`src/scrs_pkg.sv`:
```
// Shared constants, status codes and controller/datapath interface types
// for the seeded card runout shuffler. No dependencies.
package scrs_pkg;

   localparam int DECK_CARDS_DEF  = 52;
   localparam int MAX_RUNOUTS_DEF = 8;
   localparam int MAX_DEAL_DEF    = 5;

   localparam int BOARD_W  = 52;
   localparam int SEED_W   = 31;
   localparam int DEAL_W   = 3;
   localparam int CARD_W   = 6;
   localparam int RUNNUM_W = 3;
   localparam int STATUS_W = 2;
   localparam int CFG_W    = 4;
   localparam int MODBIT_W = 5;

   localparam logic [SEED_W-1:0] LCG_MUL    = 31'd1103515245;
   localparam logic [SEED_W-1:0] LCG_ADD    = 31'd12345;
   localparam logic [SEED_W-1:0] RUN_STRIDE = 31'd123456789;

   localparam logic [STATUS_W-1:0] STATUS_OK      = 2'd0;
   localparam logic [STATUS_W-1:0] STATUS_DEAL    = 2'd1;
   localparam logic [STATUS_W-1:0] STATUS_EXHAUST = 2'd2;

   localparam logic [CFG_W-1:0] RUNOUT_RESET = 4'd2;

   typedef struct packed {
      logic capture;
      logic build_step;
      logic run_init;
      logic lcg_step;
      logic mod_step;
      logic rd_i;
      logic rd_j;
      logic wr_i;
      logic wr_j;
      logic deal_rd;
      logic deal_or;
      logic emit_ok;
      logic emit_err;
      logic next_run;
   } scrs_cmd_type;

   typedef struct packed {
      logic deal_too_big;
      logic deck_short;
      logic build_last;
      logic count_lt2;
      logic mod_last;
      logic i_is_one;
      logic deal_zero;
      logic deal_done;
      logic last_run;
      logic out_free;
   } scrs_sts_type;

endpackage

```
`src/scrs_ram.sv`:
```
// Generic single-write, single-read RAM with registered read data.
// No dependencies.
module scrs_ram #(
   parameter  int WIDTH = 8,
   parameter  int DEPTH = 64,
   localparam int AW    = $clog2(DEPTH)
) (
   input  logic             clock,
   input  logic             wr_en,
   input  logic [AW-1:0]    wr_addr,
   input  logic [WIDTH-1:0] wr_data,
   input  logic             rd_en,
   input  logic [AW-1:0]    rd_addr,
   output logic [WIDTH-1:0] rd_data
);

   logic [WIDTH-1:0] mem_ff [DEPTH];
   logic [WIDTH-1:0] rd_data_ff;

   always_ff @(posedge clock) begin
      if (wr_en) begin
         mem_ff[wr_addr] <= wr_data;
      end
      if (rd_en) begin
         rd_data_ff <= mem_ff[rd_addr];
      end
   end

   assign rd_data = rd_data_ff;

endmodule

```
`src/scrs_ctrl.sv`:
```
// Sequencing state machine: deck build, per-step LCG, modulo and swap, deal, emit.
// Depends on scrs_pkg.
module scrs_ctrl (
   input  logic                  clock,
   input  logic                  reset,
   input  logic                  req_valid,
   output logic                  req_ready,
   input  scrs_pkg::scrs_sts_type sts,
   output scrs_pkg::scrs_cmd_type cmd
);

   localparam logic [3:0] S_IDLE  = 4'd0;
   localparam logic [3:0] S_CHECK = 4'd1;
   localparam logic [3:0] S_BUILD = 4'd2;
   localparam logic [3:0] S_BCHK  = 4'd3;
   localparam logic [3:0] S_RSEED = 4'd4;
   localparam logic [3:0] S_LCG   = 4'd5;
   localparam logic [3:0] S_MOD   = 4'd6;
   localparam logic [3:0] S_RDI   = 4'd7;
   localparam logic [3:0] S_RDJ   = 4'd8;
   localparam logic [3:0] S_WRI   = 4'd9;
   localparam logic [3:0] S_WRJ   = 4'd10;
   localparam logic [3:0] S_DRD   = 4'd11;
   localparam logic [3:0] S_DOR   = 4'd12;
   localparam logic [3:0] S_EMIT  = 4'd13;
   localparam logic [3:0] S_ERR   = 4'd14;

   logic [3:0] state_ff;
   logic [3:0] state_in;

   always_ff @(posedge clock) begin
      if (reset) begin
         state_ff <= S_IDLE;
      end else begin
         state_ff <= state_in;
      end
   end

   always_comb begin
      state_in  = state_ff;
      cmd       = '0;
      req_ready = 1'b0;
      case (state_ff)
         S_IDLE: begin
            req_ready   = !reset;
            cmd.capture = req_valid && !reset;
            if (req_valid) begin
               state_in = S_CHECK;
            end
         end
         S_CHECK: begin
            state_in = sts.deal_too_big ? S_ERR : S_BUILD;
         end
         S_BUILD: begin
            cmd.build_step = 1'b1;
            if (sts.build_last) begin
               state_in = S_BCHK;
            end
         end
         S_BCHK: begin
            state_in = sts.deck_short ? S_ERR : S_RSEED;
         end
         S_RSEED: begin
            cmd.run_init = 1'b1;
            if (!sts.count_lt2) begin
               state_in = S_LCG;
            end else begin
               state_in = sts.deal_zero ? S_EMIT : S_DRD;
            end
         end
         S_LCG: begin
            cmd.lcg_step = 1'b1;
            state_in     = S_MOD;
         end
         S_MOD: begin
            cmd.mod_step = 1'b1;
            if (sts.mod_last) begin
               state_in = S_RDI;
            end
         end
         S_RDI: begin
            cmd.rd_i = 1'b1;
            state_in = S_RDJ;
         end
         S_RDJ: begin
            cmd.rd_j = 1'b1;
            state_in = S_WRI;
         end
         S_WRI: begin
            cmd.wr_i = 1'b1;
            state_in = S_WRJ;
         end
         S_WRJ: begin
            cmd.wr_j = 1'b1;
            if (!sts.i_is_one) begin
               state_in = S_LCG;
            end else begin
               state_in = sts.deal_zero ? S_EMIT : S_DRD;
            end
         end
         S_DRD: begin
            cmd.deal_rd = 1'b1;
            state_in    = S_DOR;
         end
         S_DOR: begin
            cmd.deal_or = 1'b1;
            state_in    = sts.deal_done ? S_EMIT : S_DRD;
         end
         S_EMIT: begin
            if (sts.out_free) begin
               cmd.emit_ok = 1'b1;
               if (sts.last_run) begin
                  state_in = S_IDLE;
               end else begin
                  cmd.next_run = 1'b1;
                  state_in     = S_RSEED;
               end
            end
         end
         S_ERR: begin
            if (sts.out_free) begin
               cmd.emit_err = 1'b1;
               state_in     = S_IDLE;
            end
         end
         default: begin
            state_in = S_IDLE;
         end
      endcase
   end

endmodule

```
`src/scrs_dpath.sv`:
```
// Datapath: request registers, deck RAM, LCG, bit-serial modulo, board
// accumulator and result register. Depends on scrs_pkg and scrs_ram.
module scrs_dpath #(
   parameter int DECK_CARDS  = scrs_pkg::DECK_CARDS_DEF,
   parameter int MAX_RUNOUTS = scrs_pkg::MAX_RUNOUTS_DEF,
   parameter int MAX_DEAL    = scrs_pkg::MAX_DEAL_DEF
) (
   input  logic                            clock,
   input  logic                            reset,
   input  scrs_pkg::scrs_cmd_type           cmd,
   output scrs_pkg::scrs_sts_type           sts,
   input  logic [scrs_pkg::BOARD_W-1:0]    req_base_board,
   input  logic [scrs_pkg::BOARD_W-1:0]    req_dead_mask,
   input  logic [scrs_pkg::SEED_W-1:0]     req_shuffle_seed,
   input  logic [scrs_pkg::DEAL_W-1:0]     req_deal_count,
   input  logic                            csr_write,
   input  logic [scrs_pkg::CFG_W-1:0]      csr_runout_count,
   input  logic                            rsp_ready,
   output logic                            rsp_valid,
   output logic [scrs_pkg::BOARD_W-1:0]    rsp_board_out,
   output logic [scrs_pkg::RUNNUM_W-1:0]   rsp_runout_number,
   output logic                            rsp_last_of_run,
   output logic [scrs_pkg::STATUS_W-1:0]   rsp_status
);

   localparam int ADDR_W = $clog2(DECK_CARDS);
   localparam int CNT_W  = $clog2(DECK_CARDS + 1);
   localparam int CMP_W  = (CNT_W > scrs_pkg::DEAL_W) ? CNT_W : scrs_pkg::DEAL_W;

   logic [scrs_pkg::CFG_W-1:0]    cfg_ff;
   logic [scrs_pkg::CFG_W-1:0]    runs_ff, runs_in;
   logic [scrs_pkg::CFG_W-1:0]    run_ff;
   logic [scrs_pkg::BOARD_W-1:0]  base_ff;
   logic [scrs_pkg::BOARD_W-1:0]  occ_ff;
   logic [scrs_pkg::SEED_W-1:0]   run_seed_ff;
   logic [scrs_pkg::DEAL_W-1:0]   deal_ff;
   logic [ADDR_W-1:0]             idx_ff;
   logic [CNT_W-1:0]              count_ff;
   logic [CNT_W-1:0]              i_ff;
   logic [scrs_pkg::SEED_W-1:0]   lcg_ff, lcg_in;
   logic [scrs_pkg::SEED_W-1:0]   dvd_ff;
   logic [CNT_W-1:0]              rem_ff, rem_in;
   logic [CNT_W:0]                trial;
   logic [CNT_W-1:0]              divisor;
   logic [scrs_pkg::MODBIT_W-1:0] bit_ff;
   logic [scrs_pkg::CARD_W-1:0]   tmp_i_ff;
   logic [scrs_pkg::DEAL_W-1:0]   c_ff;
   logic [scrs_pkg::BOARD_W-1:0]  board_ff;
   logic                          card_free;
   logic [scrs_pkg::CARD_W-1:0]   card;

   logic                          rsp_valid_ff;
   logic [scrs_pkg::BOARD_W-1:0]  rsp_board_ff;
   logic [scrs_pkg::RUNNUM_W-1:0] rsp_num_ff;
   logic                          rsp_last_ff;
   logic [scrs_pkg::STATUS_W-1:0] rsp_status_ff;

   logic                          ram_wr_en;
   logic [ADDR_W-1:0]             ram_wr_addr;
   logic [scrs_pkg::CARD_W-1:0]   ram_wr_data;
   logic                          ram_rd_en;
   logic [ADDR_W-1:0]             ram_rd_addr;
   logic [scrs_pkg::CARD_W-1:0]   ram_rd_data;

   // clamp the runout count
   always_comb begin
      if (cfg_ff == '0) begin
         runs_in = scrs_pkg::CFG_W'(1);
      end else if (int'(cfg_ff) > MAX_RUNOUTS) begin
         runs_in = scrs_pkg::CFG_W'(MAX_RUNOUTS);
      end else begin
         runs_in = cfg_ff;
      end
   end

   assign card      = scrs_pkg::CARD_W'(idx_ff);
   assign card_free = (card >= scrs_pkg::CARD_W'(scrs_pkg::BOARD_W)) ? 1'b1 : !occ_ff[card];
   assign lcg_in    = scrs_pkg::SEED_W'(lcg_ff * scrs_pkg::LCG_MUL + scrs_pkg::LCG_ADD);
   assign divisor   = i_ff + CNT_W'(1);
   assign trial     = {rem_ff, dvd_ff[scrs_pkg::SEED_W-1]};
   assign rem_in    = (trial >= {1'b0, divisor}) ? CNT_W'(trial - {1'b0, divisor})
                                                 : trial[CNT_W-1:0];

   always_ff @(posedge clock) begin
      if (reset) begin
         cfg_ff <= scrs_pkg::RUNOUT_RESET;
      end else if (csr_write) begin
         cfg_ff <= csr_runout_count;
      end
   end

   always_ff @(posedge clock) begin
      if (cmd.capture) begin
         base_ff     <= req_base_board;
         occ_ff      <= req_base_board | req_dead_mask;
         run_seed_ff <= req_shuffle_seed;
         deal_ff     <= req_deal_count;
         runs_ff     <= runs_in;
         run_ff      <= '0;
         idx_ff      <= '0;
         count_ff    <= '0;
      end
      if (cmd.build_step) begin
         idx_ff <= idx_ff + ADDR_W'(1);
         if (card_free) begin
            count_ff <= count_ff + CNT_W'(1);
         end
      end
      if (cmd.run_init) begin
         lcg_ff   <= run_seed_ff;
         i_ff     <= count_ff - CNT_W'(1);
         board_ff <= base_ff;
         c_ff     <= '0;
      end
      if (cmd.lcg_step) begin
         lcg_ff <= lcg_in;
         dvd_ff <= lcg_in;
         rem_ff <= '0;
         bit_ff <= scrs_pkg::MODBIT_W'(scrs_pkg::SEED_W - 1);
      end
      if (cmd.mod_step) begin
         rem_ff <= rem_in;
         dvd_ff <= dvd_ff << 1;
         bit_ff <= bit_ff - scrs_pkg::MODBIT_W'(1);
      end
      if (cmd.rd_j) begin
         tmp_i_ff <= ram_rd_data;
      end
      if (cmd.wr_j) begin
         i_ff <= i_ff - CNT_W'(1);
      end
      if (cmd.deal_or) begin
         board_ff <= board_ff | (scrs_pkg::BOARD_W'(1) << ram_rd_data);
         c_ff     <= c_ff + scrs_pkg::DEAL_W'(1);
      end
      if (cmd.next_run) begin
         run_ff      <= run_ff + scrs_pkg::CFG_W'(1);
         run_seed_ff <= run_seed_ff + scrs_pkg::RUN_STRIDE;
      end
   end

   // deck RAM port steering
   always_comb begin
      ram_wr_en   = 1'b0;
      ram_wr_addr = count_ff[ADDR_W-1:0];
      ram_wr_data = card;
      if (cmd.build_step) begin
         ram_wr_en = card_free;
      end else if (cmd.wr_i) begin
         ram_wr_en   = 1'b1;
         ram_wr_addr = i_ff[ADDR_W-1:0];
         ram_wr_data = ram_rd_data;
      end else if (cmd.wr_j) begin
         ram_wr_en   = 1'b1;
         ram_wr_addr = rem_ff[ADDR_W-1:0];
         ram_wr_data = tmp_i_ff;
      end
   end

   always_comb begin
      ram_rd_en   = cmd.rd_i | cmd.rd_j | cmd.deal_rd;
      ram_rd_addr = i_ff[ADDR_W-1:0];
      if (cmd.rd_j) begin
         ram_rd_addr = rem_ff[ADDR_W-1:0];
      end else if (cmd.deal_rd) begin
         ram_rd_addr = ADDR_W'(c_ff);
      end
   end

   scrs_ram #(
      .WIDTH (scrs_pkg::CARD_W),
      .DEPTH (DECK_CARDS)
   ) u_deck (
      .clock   (clock),
      .wr_en   (ram_wr_en),
      .wr_addr (ram_wr_addr),
      .wr_data (ram_wr_data),
      .rd_en   (ram_rd_en),
      .rd_addr (ram_rd_addr),
      .rd_data (ram_rd_data)
   );

   // result register
   always_ff @(posedge clock) begin
      if (reset) begin
         rsp_valid_ff <= 1'b0;
      end else if (cmd.emit_ok || cmd.emit_err) begin
         rsp_valid_ff <= 1'b1;
      end else if (rsp_ready) begin
         rsp_valid_ff <= 1'b0;
      end
   end

   always_ff @(posedge clock) begin
      if (cmd.emit_ok) begin
         rsp_board_ff  <= board_ff;
         rsp_num_ff    <= run_ff[scrs_pkg::RUNNUM_W-1:0];
         rsp_last_ff   <= sts.last_run;
         rsp_status_ff <= scrs_pkg::STATUS_OK;
      end else if (cmd.emit_err) begin
         rsp_board_ff  <= '0;
         rsp_num_ff    <= '0;
         rsp_last_ff   <= 1'b1;
         rsp_status_ff <= sts.deal_too_big ? scrs_pkg::STATUS_DEAL
                                           : scrs_pkg::STATUS_EXHAUST;
      end
   end

   assign rsp_valid         = rsp_valid_ff;
   assign rsp_board_out     = rsp_board_ff;
   assign rsp_runout_number = rsp_num_ff;
   assign rsp_last_of_run   = rsp_last_ff;
   assign rsp_status        = rsp_status_ff;

   assign sts.deal_too_big = {1'b0, deal_ff} > 4'(MAX_DEAL);
   assign sts.deck_short   = CMP_W'(count_ff) < CMP_W'(deal_ff);
   assign sts.build_last   = idx_ff == ADDR_W'(DECK_CARDS - 1);
   assign sts.count_lt2    = count_ff < CNT_W'(2);
   assign sts.mod_last     = bit_ff == '0;
   assign sts.i_is_one     = i_ff == CNT_W'(1);
   assign sts.deal_zero    = deal_ff == '0;
   assign sts.deal_done    = (c_ff + scrs_pkg::DEAL_W'(1)) == deal_ff;
   assign sts.last_run     = (run_ff + scrs_pkg::CFG_W'(1)) == runs_ff;
   assign sts.out_free     = !rsp_valid_ff || rsp_ready;

endmodule

```
`src/seeded_card_runout_shuffler_unit.sv`:
```
// The deck is rebuilt first, then each runout is shuffled and dealt, and output stalls
// add to the run time. The 31-step serial modulo per swap sets most of it.
// One request at a time; a new one is taken as soon as the last result is registered.
// Synchronous active-high reset clears the controller, the result valid and sets
// runout_count to 2; deck contents are undefined until rebuilt.
module seeded_card_runout_shuffler_unit #(
   parameter int DECK_CARDS  = scrs_pkg::DECK_CARDS_DEF,
   parameter int MAX_RUNOUTS = scrs_pkg::MAX_RUNOUTS_DEF,
   parameter int MAX_DEAL    = scrs_pkg::MAX_DEAL_DEF
) (
   input  logic                            clock,
   input  logic                            reset,
   input  logic                            req_valid,
   output logic                            req_ready,
   input  logic [scrs_pkg::BOARD_W-1:0]    req_base_board,
   input  logic [scrs_pkg::BOARD_W-1:0]    req_dead_mask,
   input  logic [scrs_pkg::SEED_W-1:0]     req_shuffle_seed,
   input  logic [scrs_pkg::DEAL_W-1:0]     req_deal_count,
   output logic                            rsp_valid,
   input  logic                            rsp_ready,
   output logic [scrs_pkg::BOARD_W-1:0]    rsp_board_out,
   output logic [scrs_pkg::RUNNUM_W-1:0]   rsp_runout_number,
   output logic                            rsp_last_of_run,
   output logic [scrs_pkg::STATUS_W-1:0]   rsp_status,
   input  logic                            csr_valid,
   output logic                            csr_ready,
   input  logic [scrs_pkg::CFG_W-1:0]      csr_runout_count
);

   scrs_pkg::scrs_cmd_type cmd;
   scrs_pkg::scrs_sts_type sts;

   assign csr_ready = !reset;

   scrs_ctrl u_ctrl (
      .clock     (clock),
      .reset     (reset),
      .req_valid (req_valid),
      .req_ready (req_ready),
      .sts       (sts),
      .cmd       (cmd)
   );

   scrs_dpath #(
      .DECK_CARDS  (DECK_CARDS),
      .MAX_RUNOUTS (MAX_RUNOUTS),
      .MAX_DEAL    (MAX_DEAL)
   ) u_dpath (
      .clock             (clock),
      .reset             (reset),
      .cmd               (cmd),
      .sts               (sts),
      .req_base_board    (req_base_board),
      .req_dead_mask     (req_dead_mask),
      .req_shuffle_seed  (req_shuffle_seed),
      .req_deal_count    (req_deal_count),
      .csr_write         (csr_valid & csr_ready),
      .csr_runout_count  (csr_runout_count),
      .rsp_ready         (rsp_ready),
      .rsp_valid         (rsp_valid),
      .rsp_board_out     (rsp_board_out),
      .rsp_runout_number (rsp_runout_number),
      .rsp_last_of_run   (rsp_last_of_run),
      .rsp_status        (rsp_status)
   );

endmodule

```
`config.mk`:
```
export PLATFORM = sky130hd
export DESIGN_NAME = seeded_card_runout_shuffler_unit
export DESIGN_NICKNAME = d
export VERILOG_FILES = /design/src/scrs_pkg.sv /design/src/scrs_ram.sv /design/src/scrs_ctrl.sv /design/src/scrs_dpath.sv /design/src/seeded_card_runout_shuffler_unit.sv
export SDC_FILE = /design/constraint.sdc
export NUM_CORES = 2
export LEC_CHECK = 0
export ABC_CLOCK_PERIOD_IN_PS = 14590
export BUFFER_PORTS_ARGS = -buffer_cell sky130_fd_sc_hd__buf_2
export CAP_MARGIN = 40
export CELL_PAD_IN_SITES_DETAIL_PLACEMENT = 1
export CELL_PAD_IN_SITES_GLOBAL_PLACEMENT = 1
export CORE_UTILIZATION = 40
export DETAILED_ROUTE_END_ITERATION = 6
export PLACE_DENSITY = 0.62
export SLEW_MARGIN = 0
export SYNTH_ARGS = -nofsm -noshare
export SYNTH_HDL_FRONTEND = slang
export SYNTH_HIERARCHICAL = 1
export SYNTH_SLANG_ARGS = --single-unit
export TNS_END_PERCENT = 50
```
`constraint.sdc`:
```
create_clock -name clock -period 14.59 [get_ports clock]
set_input_delay 2.918 -clock clock [delete_from_list [all_inputs] [get_ports clock]]
set_output_delay 2.918 -clock clock [all_outputs]
set_load 0.05 [all_outputs]
```
==> flow_summary_export.csv <==
group,metric,value,unit
outcome,outcome,"finished clean",
yosys,yosys_warnings,6,
floorplanning,die_w,310.6,um
yosys,synthCells,2926,
clock_tree,cts_root_buffer,"clkbuf_16",
detailed_routing,dr.pass1.iters,5,
placed_design,port_buffers,207,
sta,period_needed,7.550,ns
global_routing,grt_start_max_net_pins,66,
clock_tree,post_cts_resized,0,
worst_hold_path,min_path_cells,2,
detailed_routing,drtIter0Drc,1440,
floorplanning,start_util,40.62,%
yosys,synth.distinct_cells,78,
detailed_routing,routed_via_density,5.218,
clock_tree,cts.sinks,683,
detailed_routing,wl_per_cell,22.65,um
sta,tightest_slew,1.013,ns
clock_tree,clk_latency,0.62,ns
sta,max_freq,132.5,MHz
floorplanning,core,93750,sq um
yosys,syn-cell-area,38090,sq um
placed_design,gp_congestion,0.8596,
sta,slew_viol_final,0,
yosys,avgSynthCellArea,13.02,sq um
setup_path,crit_required,15.05,ns
setup_path,crit_path_start_kind,"flop",
clock_tree,cts_setup_buffers,0,
setup_path,arrival,8.01,ns
sta,setup_viol,0,
final_layout,syn2layout_area_growth,13.33,%
worst_hold_path,worstHoldPathType,"reg -> reg",
final_layout,layout-drive-gt1-share,17.82,%
global_routing,grt_pass1_vias,25598,
floorplanning,die_h,310.6,um
final_layout,fillers,9664,
sta,final.period_utilization,51.75,%
setup_path,worstSetupEndpointType,"flop",
setup_path,crit_type,"reg -> reg",
yosys,ys_seq_area_share,53.38,%
detailed_routing,postRouteAntennaNets,0,
global_routing,grt_pass1_wl,156100,um
floorplanning,die_area,96450,sq um
detailed_routing,drc,0,
clock_tree,numCtsBuffers,77,
yosys,synth-edff-count,665,
global_routing,antenna_found_initial,3,
floorplanning,boundaryPins,208,
global_routing,grt_remaining_overflow,0,
final_layout,multi_input_area,15780,sq um
final_layout,final_nets,3685,
sta,rsz0062_at_grt,"false",
yosys,synth_seq_cells,683,
yosys,synth_nets,3466,
setup_path,reg2reg_depth,23,
setup_path,path_max_fanout,9,
sta,slew-limit-headroom,31.72,%
clock_tree,cts_tree,"done",
sta,tns,0,ns
final_layout,seqCellArea,20330,sq um
sta,finClkSkew,0.02663,ns
clock_tree,cts_buffer_depth,3,
final_layout,post-route-cell-area,43160,sq um
job,cap_violations,0,
detailed_routing,routed_wl,101000,um
sta,hold_viol_final,0,
clock_tree,cts-htree-levels,3,
clock_tree,ctsHoldBuffers,0,
clock_tree,clk_pin_slew_worst_paths,0.06,ns
global_routing,grt_util_all_layers,21.05,%
placed_design,place_hpwl,75280,um
yosys,synth_flop_cell,"edfxtp_1",
detailed_routing,num_vias,23268,
placed_design,place_area,40790,sq um
floorplanning,rows,112,
yosys,synth-async-reset-ratio,0,%
registers in the layout, indices dropped and copies added, names as in the netlist, 31 cells and up:
name	flops
u_dpath/u_deck/mem_ff	312
u_dpath/base_ff	52
u_dpath/board_ff	52
u_dpath/occ_ff	52
u_dpath/rsp_board_out	52
u_dpath/dvd_ff	31
u_dpath/lcg_ff	31
u_dpath/run_seed_ff	31
through the flow:
stage | hold WS (ns) | utilization, % | cells | setup WS, ns
2_1_floorplan | 0.4244 | - | 2926 | 6.547
3_3_place_gp | 0.4816 | 43.24 | 4303 | 7.201
3_5_place_dp | 0.4898 | 43.51 | 4320 | 7.094
4_1_cts | 0.5043 | 46.04 | 4458 | 7.063
5_1_grt | 0.5403 | 46.04 | 4459 | 6.729
6_report | 0.5031 | 46.04 | 4459 | 7.040
cell type report:
type	instances	share of cell area (%)
flip-flops and latches	683	47.10
multi-input cells	1698	36.55
clock buffers	98	4.792
inverters	435	3.783
well taps	1254	3.635
repair buffers	250	3.429
clock inverters	40	0.7015
diodes	1	0.005798
worst max-delay path, cell delays in order (launching register included):
cell,delay (ns)
edfxtp_1,0.57
ha_1,0.46
xor2_1,0.21
ha_1,0.20
a21oi_1,0.34
fa_1,0.48
fa_1,0.49
inv_1,0.06
fa_1,0.50
inv_1,0.06
fa_1,0.54
inv_1,0.05
fa_1,0.49
inv_1,0.05
fa_1,0.48
inv_1,0.05
ha_1,0.35
and4_1,0.27
and2_1,0.22
a221oi_1,0.36
o2111ai_1,0.34
a41oi_1,0.32
mux2_2,0.36
o21ai_0,0.14
logic make-up (layout without fill, tap and decap cells):
| logic type | after synthesis | count (layout) | synth area share [%] |
|---|---|---|---|
| other | 0 | 1 | 0 |
| adder cells (fa/ha/maj) | 393 | 393 | 16.44 |
| flip-flops | 683 | 683 | 53.38 |
| AND/OR/NAND/NOR | 650 | 650 | 8.466 |
| AO/OA/AOI/OAI | 405 | 405 | 6.571 |
| multiplexers | 143 | 143 | 7.050 |
| buffers and inverters | 545 | 823 | 5.634 |
| XOR/XNOR | 107 | 107 | 2.461 |
cells in the final DEF (no fill, tap or decap), drive strengths merged, types with 69 or more instances in the layout:
cell    count
a21oi     147
and2       73
buf       250
clkbuf     98
edfxtp    665
fa        179
ha        214
inv       436
mux4       94
nand2     132
nor2      192
o21ai      93
or2        69
xnor2      73
cell usage after synthesis, types with 34 or more instances:
cell type / number / area, sq um
nor2_1: 192 / 720.7
ha_1: 214 / 2678
nand2_1: 131 / 491.7
inv_1: 435 / 1633
and2_1: 73 / 456.7
a21oi_1: 146 / 730.7
fa_1: 179 / 3583
xor2_1: 34 / 297.8
clkbuf_1: 82 / 307.8
nor3_1: 40 / 200.2
o21ai_0: 91 / 455.4
or2_2: 67 / 419.2
mux4_2: 85 / 1914
xnor2_1: 73 / 639.4
nand3_1: 38 / 190.2
edfxtp_1: 665 / 19970
layer usage:
metal | track usage, % | up-vias | part of all wire (%)
met1 | 27.99 | 11915 | 44
met3 | 3.050 | 112 | 4.3
li1 | - | 10755 | -
met2 | 36.19 | 482 | 50
met5 | 0 | - | 0.028
met4 | 5.018 | 4 | 1.8
worst paths after layout:
kind	start	endpoint	slack [ns]
setup / recovery	u_dpath/lcg_ff[6]	u_dpath/dvd_ff[28]	7.04
hold / removal	u_dpath/dvd_ff[0]	u_dpath/dvd_ff[0]	0.50
setup reg to reg	u_dpath/lcg_ff[6]	u_dpath/dvd_ff[28]	7.04
hold reg to reg	u_dpath/dvd_ff[0]	u_dpath/dvd_ff[0]	0.50
Power is not shown: default switching activity piles up to over one toggle a cycle in this logic, so the estimate is an artifact.
